File: config.mk
export PLATFORM = sky130hd
export DESIGN_NAME = cht_ram
export DESIGN_NICKNAME = d
export VERILOG_FILES = /design/src/design/cht_ram.sv
export SDC_FILE = /design/constraint.sdc
export NUM_CORES = 1
export LEC_CHECK = 0
export ABC_AREA = 1
export BUFFER_PORTS_ARGS = -buffer_cell sky130_fd_sc_hd__buf_4
export CAP_MARGIN = 20
export CORE_MARGIN = 1.5
export CORE_UTILIZATION = 48
export CTS_CLUSTER_SIZE = 16
export DETAILED_ROUTE_END_ITERATION = 6
export PLACE_DENSITY = 0.74
export SYNTH_ARGS = -nofsm -noshare
export SYNTH_HDL_FRONTEND = slang
export SYNTH_SLANG_ARGS = --single-unit
File: constraint.sdc
create_clock -name clk -period 1.2 [get_ports clk]
set_clock_uncertainty 0.05 [all_clocks]
set_input_delay 0.24 -clock clk [delete_from_list [all_inputs] [get_ports clk]]
set_output_delay 0.24 -clock clk [all_outputs]
set_load 0.005 [all_outputs]
File: src/design/cht_ram.sv
// Generic simple dual-port RAM with registered read.
module cht_ram #(
	parameter int unsigned WIDTH = 8,
	parameter int unsigned DEPTH = 2
) (
	input  logic                     clk,
	input  logic                     we,
	input  logic [$clog2(DEPTH)-1:0] waddr,
	input  logic [WIDTH-1:0]         wdata,
	input  logic [$clog2(DEPTH)-1:0] raddr,
	output logic [WIDTH-1:0]         rdata
);
	logic [WIDTH-1:0] mem [DEPTH];

	always_ff @(posedge clk) begin
		if (we) begin
			mem[waddr] <= wdata;
		end
		rdata <= mem[raddr];
	end
endmodule

Word-level counts from Yosys, hierarchy flattened
Memory sizes are Yosys's and may differ from the RTL's. A register that Yosys moved wholly into a read port is not among the register bits.
Cells that the tools add are included.
{"block": "op_classes", "n_mux": 2}
{"operator": "2-to-1 mux 1 bit", "count": 2}
{"block": "word_totals", "register_bits": 0, "ram_bits": 16, "wordCells": 3, "mem_count": 1}
{"memory": "mem", "depth": 2, "word_bits": 8, "read_ports": 1, "rd_clocked_by_memory_dff": 1, "wr": 1, "line_no": "13", "source": "logic [WIDTH-1:0] mem [DEPTH];"}

Longest topological paths before layout
Gate-level depths: netlist of run 1.
{"block": "depth", "depth_word": 2, "mapped_depth": 4, "depth_no_buf": 3}

Worst setup path after synthesis of run 1
Ideal clock, no wire load.
{"block": "synth_timing", "kind": "input to register", "startpoint": "in we", "endpoint": "mem mem[0][0] (enable)", "setup_time_ns": 0.371, "arrival_ns": 0.629, "t_required_ns": 0.779, "setup_slack_ns": 0.150, "cell_stages": 2, "path_buffers": 0, "path_cell_list": "inv_1 nor2_1"}
{"block": "synth_via", "elab_chain_cells": 2}
{"item": "start: declaration", "line_no": "7", "source": "input logic we,"}
{"item": "2-to-1 mux 1 bit", "line_no": "16", "source": "if (we) begin"}
{"item": "2-to-1 mux 1 bit (implied by the code)", "line_no": "17", "source": "mem[waddr] <= wdata;"}
{"item": "end: declaration", "line_no": "13"}
Every way passes these cells.

Worst setup path in the final report of run 1
{"block": "layout_timing", "startpoint": "reg rdata[5], read port of mem", "endpoint": "out rdata[5]"}
{"item": "start: declaration", "line_no": "11", "source": "output logic [WIDTH-1:0] rdata"}
No word-level cell between the ends.

==> flow_summary_export.csv, run 1 <==
group,metric,value,unit
run_status,outcome,"complete, no violations",
yosys,synthesis.area,761,um2
clocking,hold_buffers,0,
setup_path,worstPathCellList,"buf_4",
worst_hold_path,hp-start,"wdata[2]",
place,place_congestion,0.662,
setup_path,rr_startpoint,"mem[0][7]",
clocking,htreeDepth,1,
yosys,syn-num-nets,66,
final_layout,fin_util,65.3,%
worst_hold_path,hp-class,"input port to flop",
clocking,cts_buffers,3,
yosys,ys_async_sr_fraction,0,%
die,rows,14,
timing,slew_headroom,79.3,%
global_routing,grt_max_degree,15,
timing,fmax,958,MHz
setup_path,worst-path-buf-inv,1,
setup_path,path_class,"flop to output pin",
yosys,synthAdderAreaFrac,0,%
die,coreArea,1490,um2
setup_path,r2r_cells,2,
timing,rsz0062_at_grt,"no",
final_layout,area_growth,27.8,%
routing,via_per_inst,4.57,
timing,fin_tns_setup,0,ns
yosys,ys_types,7,
clocking,worstSkewPairLatency,0.31,ns
global_routing,grt-busiest-layer,"met2",
yosys,yosysWarnings,0,
timing,hold_viol,0,
yosys,avgSynthCellArea,14.1,um2
power,leakage,0.000435,uW
final_layout,drive_gt1_share,32.5,%
yosys,postSynthCellCount,54,
setup_path,worstPathMaxFanout,1,
global_routing,overflow,0,
final_layout,layout.nets,90,
yosys,ys_ff_latch,24,
setup_path,crit_required,0.91,ns
yosys,synth_top_area_share,63.2,%
die,die_w,42.8,um
clocking,cts_sinks,24,
clocking,clockRootBuffer,"clkbuf_4",
power,power_density,1690,nW/um2
yosys,synth-xor-area-share,0,%
clocking,clockBufferDepth,2,
worst_hold_path,hold_depth,1,
die,ioPinCount,20,
setup_path,cpPeakStageDelay,0.32,ns
setup_path,reg2reg_slack,0.53,ns
yosys,synth_compound_area_share,0,%
timing,period_needed,1.04,ns
yosys,seq_area_frac_synth,84.2,%
global_routing,use_met2,18.2,%
worst_hold_path,whs_endpoint,"mem[0][2]",
yosys,synth_top_family_by_area,"simple AND/OR/NAND/NOR gates",
timing,final.period_utilization,87.0,%
timing,worst_pin_slew,0.311,ns
yosys,muxShareOfSynthArea,0,%
die,start_util,51.1,%
setup_path,cp_top_family,"flip-flops",
timing,drv_slew,0,
routing,routed_wl,989,um
place,portBuffers,19,
global_routing,use_met3,4.26,%
routing,ant_nets,0,
yosys,synth_edf_count,16,
setup_path,startpoint_type,"flop",
global_routing,track_usage,12.3,%
final_layout,n_antenna_cell,0,
final_layout,num-fill-cells,109,
final_layout,multi_input_area,97.6,um2
clocking,clkTransAtPathRegs,0.13,ns
clocking,cts_setup_buffers,0,
routing,drt_iter0_markers,6,
global_routing,antenna_found_initial,0,
clocking,ctsResizeCount,0,
setup_path,crit_slowest_cell,"dfxtp_1",
yosys,yosys.area_share.simple,12.8,%
global_routing,met1_usage,14.6,%
final_layout,register_area,641,um2
routing,drc,0,
power,peakVddDrop,0.000743,V
timing,setup_viol,0,
setup_path,rr_endpoint,"rdata[7]",
yosys,synth_most_common_cell,"nand2_1",
yosys,synthFlopType,"edfxtp_1",
global_routing,grt_pass1_wl,1.55,mm
yosys,ys_top_cells_by_area,"edfxtp_1, dfxtp_1, nand2_1, buf_6, inv_1",
die,die_y,42.8,um
routing,firstDrtPassIters,4,
die,die_area,1830,um2
routing,wl_per_cell,10.6,um
setup_path,crit_path_end_kind,"output pin",
setup_path,critical_path_arrival,0.75,ns
yosys,synthTopCellsByCount,"nand2_1, edfxtp_1, dfxtp_1",
global_routing,grt_pass1_vias,369,
job,max_cap_violations,0,
routing,num_vias,425,
yosys,synth_top_area_cell,"edfxtp_1",
clocking,cts_tree,"yes",
[cells by family (layout without fill, tap and decap cells)]
logic type	Yosys count	in the layout
and+or+nand+nor	26	26
DFF	24	24
buffers and inverters	4	27
[worst max path at each step]
stage	startpoint	end	slack, ns	cells after the start
2_1_floorplan	we	mem[0][0]	0.15	2
3_3_place_gp	waddr	mem[1][0]	0.23	3
3_5_place_dp	waddr	mem[1][0]	0.19	3
4_1_cts	rdata[5]	rdata[5]	0.15	1
5_1_grt	rdata[4]	rdata[4]	0.11	1
6_report	rdata[5]	rdata[5]	0.16	1
[worst reg2reg max path, cell delays in order, from the launching register on]
cell      delay (ns)
edfxtp_1        0.40
nand2_1         0.08
nand2_1         0.05
[flip-flops by register name (all words and copies together) (netlist names)]
name   cells
mem       16
rdata      8
[placed cells by master (no fill, tap or decap)]
cell type  netlist  final
dfxtp_1          8      8
clkbuf_4         0      3
inv_1            2      2
buf_4            0     20
nor2_1           1      1
nand2_1         25     25
edfxtp_1        16     16
bufinv_16        0      1
inv_2            1      1
[through the flow]
step / power, uW / hold slack, ns / setup slack [ns] / instance area (um2) / cells
6_report: 1640 / 0.0523 / 0.157 / 972 / 93
5_1_grt: 1710 / 0.0260 / 0.107 / 972 / 93
4_1_cts: 1650 / 0.0446 / 0.147 / 972 / 93
3_5_place_dp: 1090 / 0.372 / 0.193 / 920 / 89
3_3_place_gp: 1090 / 0.370 / 0.227 / 920 / 89
2_1_floorplan: 1020 / 0.289 / 0.150 / 761 / 54
[routing by layer]
metal	wire length (um)	vias to the layer above
li1	-	220
met1	406	188
met2	509	15
met3	59	2
met4	14	0
met5	0	-
[power breakdown]
group / switching, uW / internal, uW / total, uW
Sequential: 15.3 / 946 / 961
Combinational: 48.9 / 63.8 / 113
Clock: 229 / 338 / 567
Total: 294 / 1350 / 1640
[layout make-up]
type | count | area share (%)
clock inverters | 1 | 3.09
clock buffers | 3 | 2.32
well taps | 16 | 2.06
repair buffers | 20 | 15.4
inverters | 3 | 1.16
flip-flops and latches | 24 | 65.9
multi-input cells | 26 | 10.0
No activity file was read; power rests on OpenSTA's default activity.
==> inputs of run 2 (changes only) <==
RECOVER_POWER = 50   (was default)
SKIP_LAST_GASP = 1   (was default)
TNS_END_PERCENT = 30   (was default)
==> run 2 against run 1 <==
Cell count unchanged. Global-route usage unchanged. Combinational power about the same. Critical path type unchanged. Critical endpoint unchanged. Largest cell class unchanged.
==> flow_summary_export.csv, run 2 (synthesis results as in run 1) <==
group,metric,value,unit
run_status,outcome,"complete, no violations",
final_layout,area_growth,27.3,%
final_layout,largest_reg_flops,16,
final_layout,largest_registers,"mem (16), rdata (8)",
job,max_cap_violations,0,
routing,wl_per_cell,10.5,um
setup_path,crit_required,0.91,ns
timing,worst_pin_slew,0.428,ns
timing,fmax,959,MHz
routing,ant_nets,0,
setup_path,worst-path-buf-inv,1,
timing,final.period_utilization,86.9,%
die,die_w,42.8,um
routing,num_vias,423,
die,die_y,42.8,um
global_routing,overflow,0,
setup_path,cp_top_family,"flip-flops",
final_layout,drive_gt1_share,31.2,%
die,die_area,1830,um2
die,coreArea,1490,um2
timing,period_needed,1.04,ns
setup_path,worstPathCellList,"buf_4",
die,start_util,51.1,%
place,place_congestion,0.662,
clocking,htreeDepth,1,
worst_hold_path,hp-class,"input port to flop",
clocking,cts_sinks,24,
setup_path,path_class,"flop to output pin",
final_layout,layout.nets,90,
global_routing,antenna_found_initial,0,
clocking,hold_buffers,0,
clocking,clockRootBuffer,"clkbuf_4",
timing,slew_headroom,71.5,%
clocking,clockBufferDepth,2,
clocking,cts_tree,"yes",
clocking,clkTransAtPathRegs,0.13,ns
final_layout,n_antenna_cell,0,
global_routing,grt_pass1_wl,1.55,mm
power,peakVddDrop,0.000742,V
clocking,cts_setup_buffers,0,
global_routing,grt_max_degree,15,
routing,firstDrtPassIters,4,
routing,drt_iter0_markers,6,
power,leakage,0.000429,uW
clocking,worstSkewPairLatency,0.31,ns
setup_path,startpoint_type,"flop",
final_layout,final_common_cell,"nand2_1",
final_layout,most-common-layout-cells,"nand2_1, edfxtp_1, clkbuf_4, buf_4, dfxtp_1",
place,portBuffers,19,
routing,via_per_inst,4.55,
final_layout,regMostFlops,"mem",
setup_path,critical_path_arrival,0.75,ns
setup_path,crit_slowest_cell,"dfxtp_1",
setup_path,cpPeakStageDelay,0.32,ns
timing,hold_viol,0,
setup_path,crit_path_end_kind,"output pin",
clocking,ctsResizeCount,0,
timing,setup_viol,0,
global_routing,track_usage,12.3,%
clocking,cts_buffers,3,
setup_path,worstPathMaxFanout,1,
die,ioPinCount,20,
timing,drv_slew,0,
power,power_density,1690,nW/um2
die,rows,14,
routing,routed_wl,980,um
timing,rsz0062_at_grt,"no",
final_layout,fin_util,65.0,%
timing,fin_tns_setup,0,ns
global_routing,grt_pass1_vias,369,
routing,drc,0,
## run 2: changes by cell type in the layout (fill, tap and decap cells not counted), sizes merged
cell	change
buf	-10
clkbuf	+10
## run 2: worst paths after layout
check,from,slack [ns],to,cells after the start
hold / removal,wdata[2],0.08,mem[0][2],1
setup / recovery,rdata[5],0.16,rdata[5],1
hold reg to reg,mem[0][6],0.40,rdata[6],2
setup reg to reg,mem[0][7],0.53,rdata[7],2
## run 2: per-stage QoR
step	cells	cell area [um2]	setup slack (ns)	hold WS (ns)	total power, uW
after detailed placement	89	920	0.193	0.372	1090
after global placement	89	920	0.227	0.370	1090
final	93	968	0.158	0.0770	1640
after floorplan	54	761	0.150	0.289	1020
after CTS	93	972	0.147	0.0446	1650
after global routing	93	968	0.107	0.0501	1710
## run 2: power by group
part | total, uW | internal [uW] | switching, uW
Clock | 567 | 338 | 229
Sequential | 961 | 946 | 15.3
Combinational | 110 | 60.9 | 48.9
Total | 1640 | 1340 | 293
## run 2: cell type report
| type | instances | area (um2) |
|---|---|---|
| Clock buffer | 3 | 22.5 |
| Clock inverter | 1 | 30.0 |
| Fill cell | 109 | 520 |
| Inverter | 3 | 11.3 |
| Multi-Input combinational cell | 26 | 97.6 |
| Sequential cell | 24 | 641 |
| Tap cell | 16 | 20.0 |
| Timing Repair Buffer | 20 | 146 |
## run 2: routing by layer
layer / up-vias / track usage, % / wire, um
met2: 17 / 18.2 / 498
met5: - / 0 / 0
met1: 183 / 14.6 / 406
met4: 0 / 9.38 / 14
met3: 2 / 4.26 / 61
li1: 221 / - / -
==> inputs of run 3 (changes only) <==
CORE_MARGIN = 2   (was 1.5)
RECOVER_POWER = 25   (was 50)
REMOVE_ABC_BUFFERS = 1   (was default)
==> run 3 against run 2 <==
Sequential share of layout area stayed put. Critical path depth is the same. First-iteration DRC count increased to 2.8 times the previous value. Total power up 0.28%. Routed wire length increased by 11%. Sequential power is essentially flat. Register-to-register slack lost 0.02 ns. Largest cell class unchanged. Utilization unchanged. Via count rose by 2.1%. Worst setup slack got worse by 0.011 ns. Clock power is essentially flat. Die area up 4.7%.
==> flow_summary_export.csv, run 3 (synthesis results as in run 1) <==
group,metric,value,unit
run_status,outcome,"complete, no violations",
clocking,cts_setup_buffers,0,
routing,ant_nets,0,
worst_hold_path,whs_endpoint,"mem[1][4]",
setup_path,crit_required,0.91,ns
final_layout,final_area,968,um2
timing,period_needed,1.05,ns
setup_path,startpoint_type,"flop",
place,placed_area,920,um2
setup_path,reg2reg_slack,0.51,ns
global_routing,grt_max_degree,15,
final_layout,layout.nets,90,
clocking,htreeDepth,1,
clocking,worstSkewPairLatency,0.31,ns
die,die_area,1920,um2
setup_path,path_class,"flop to output pin",
place,placedCellCount,89,
routing,drt_iter0_markers,17,
power,peakVddDrop,0.000910,V
routing,wl_met1,456,um
final_layout,final_cells,93,
worst_hold_path,hp-class,"input port to flop",
global_routing,overflow,0,
routing,num_vias,432,
timing,final.period_utilization,87.8,%
final_layout,largest_reg_flops,16,
routing,routed_wl,1.09,mm
place,post-place-ws,0.199,ns
global_routing,grt_pass1_vias,409,
final_layout,n_antenna_cell,0,
power,power_density,1700,nW/um2
timing,fmax,949,MHz
worst_hold_path,hp-start,"wdata[4]",
routing,wl_met2,560,um
place,place_congestion,0.672,
setup_path,cp_top_family,"flip-flops",
routing,routed.top_layer,"met4",
routing,drc,0,
timing,worst_pin_slew,0.317,ns
die,start_util,51.1,%
power,leakage,0.000430,uW
clocking,clockRootBuffer,"clkbuf_4",
setup_path,rr_endpoint,"rdata[7]",
worst_hold_path,hold_depth,1,
timing,hold_viol,0,
setup_path,worstPathMaxFanout,1,
die,die_y,43.8,um
setup_path,r2r_cells,2,
routing,firstDrtPassIters,4,
die,rows,14,
setup_path,worstPathCellList,"buf_4",
final_layout,drive_gt1_share,31.2,%
clocking,ctsResizeCount,0,
die,ioPinCount,20,
timing,setup_viol,0,
routing,wl_per_cell,11.7,um
final_layout,largest_registers,"mem (16), rdata (8)",
final_layout,regMostFlops,"mem",
global_routing,antenna_found_initial,0,
place,portBuffers,19,
setup_path,critical_path_arrival,0.76,ns
setup_path,crit_slowest_cell,"dfxtp_1",
timing,fin_tns_setup,0,ns
job,max_cap_violations,0,
routing,via_per_inst,4.65,
setup_path,rr_startpoint,"mem[1][7]",
power,total_power,1640,uW
place,hpwl,755,um
clocking,clockBufferDepth,2,
global_routing,track_usage,13.4,%
die,die_w,43.8,um
timing,post-route-worst-setup-slack,0.147,ns
setup_path,crit_path_end_kind,"output pin",
setup_path,worst-path-buf-inv,1,
clocking,clkTransAtPathRegs,0.13,ns
clocking,cts_sinks,24,
routing,wl_met3,55,um
clocking,hold_buffers,0,
global_routing,grt_pass1_wl,1.78,mm
final_layout,area_growth,27.3,%
die,coreArea,1490,um2
setup_path,cpPeakStageDelay,0.33,ns
final_layout,final_common_cell,"nand2_1",
clocking,cts_tree,"yes",
timing,rsz0062_at_grt,"no",
final_layout,most-common-layout-cells,"nand2_1, edfxtp_1, buf_4, clkbuf_4, dfxtp_1",
timing,slew_headroom,78.9,%
clocking,cts_buffers,3,
timing,drv_slew,0,
run 3: cell types whose count changed in the layout (fill, tap and decap cells not counted):
cell	before	now
clkbuf_4	12	9
buf_4	10	13
run 3: report_power, final:
part	switching [uW]	internal, uW	total [uW]
registers	16.3	946	962
logic	50.0	61.6	112
clock network	231	337	569
run 3: layer usage:
layer  vias up  global-route usage, %
met4         0                   9.09
met1       194                   16.5
met5         -                      0
met2        15                   21.5
li1        221                      -
met3         2                   2.50
run 3: stage by stage:
| step | util, % | hold WS (ns) |
|---|---|---|
| after global routing | 65.0 | 0.0445 |
| after CTS | 65.3 | 0.0489 |
| after detailed placement | 61.8 | 0.374 |
| final | 65.0 | 0.0604 |
| after floorplan | - | 0.289 |
| after global placement | 61.8 | 0.369 |
run 3: area by class of cell:
cell class                 count  area, um2
clock buffer                   3       22.5
clock inverter                 1       30.0
fill                         109        520
inverter                       3       11.3
multi-input combinational     26       97.6
sequential                    24        641
tap                           16       20.0
timing repair buffer          20        146
run 3: how the worst max path moves through the flow:
stage                  start        end  depth (start not counted)
floorplan                 we  mem[0][0]                          2
global placement       waddr  mem[1][7]                          3
detailed placement     waddr  mem[1][0]                          3
CTS                 rdata[7]   rdata[7]                          1
global route        rdata[7]   rdata[7]                          1
finish              rdata[7]   rdata[7]                          1
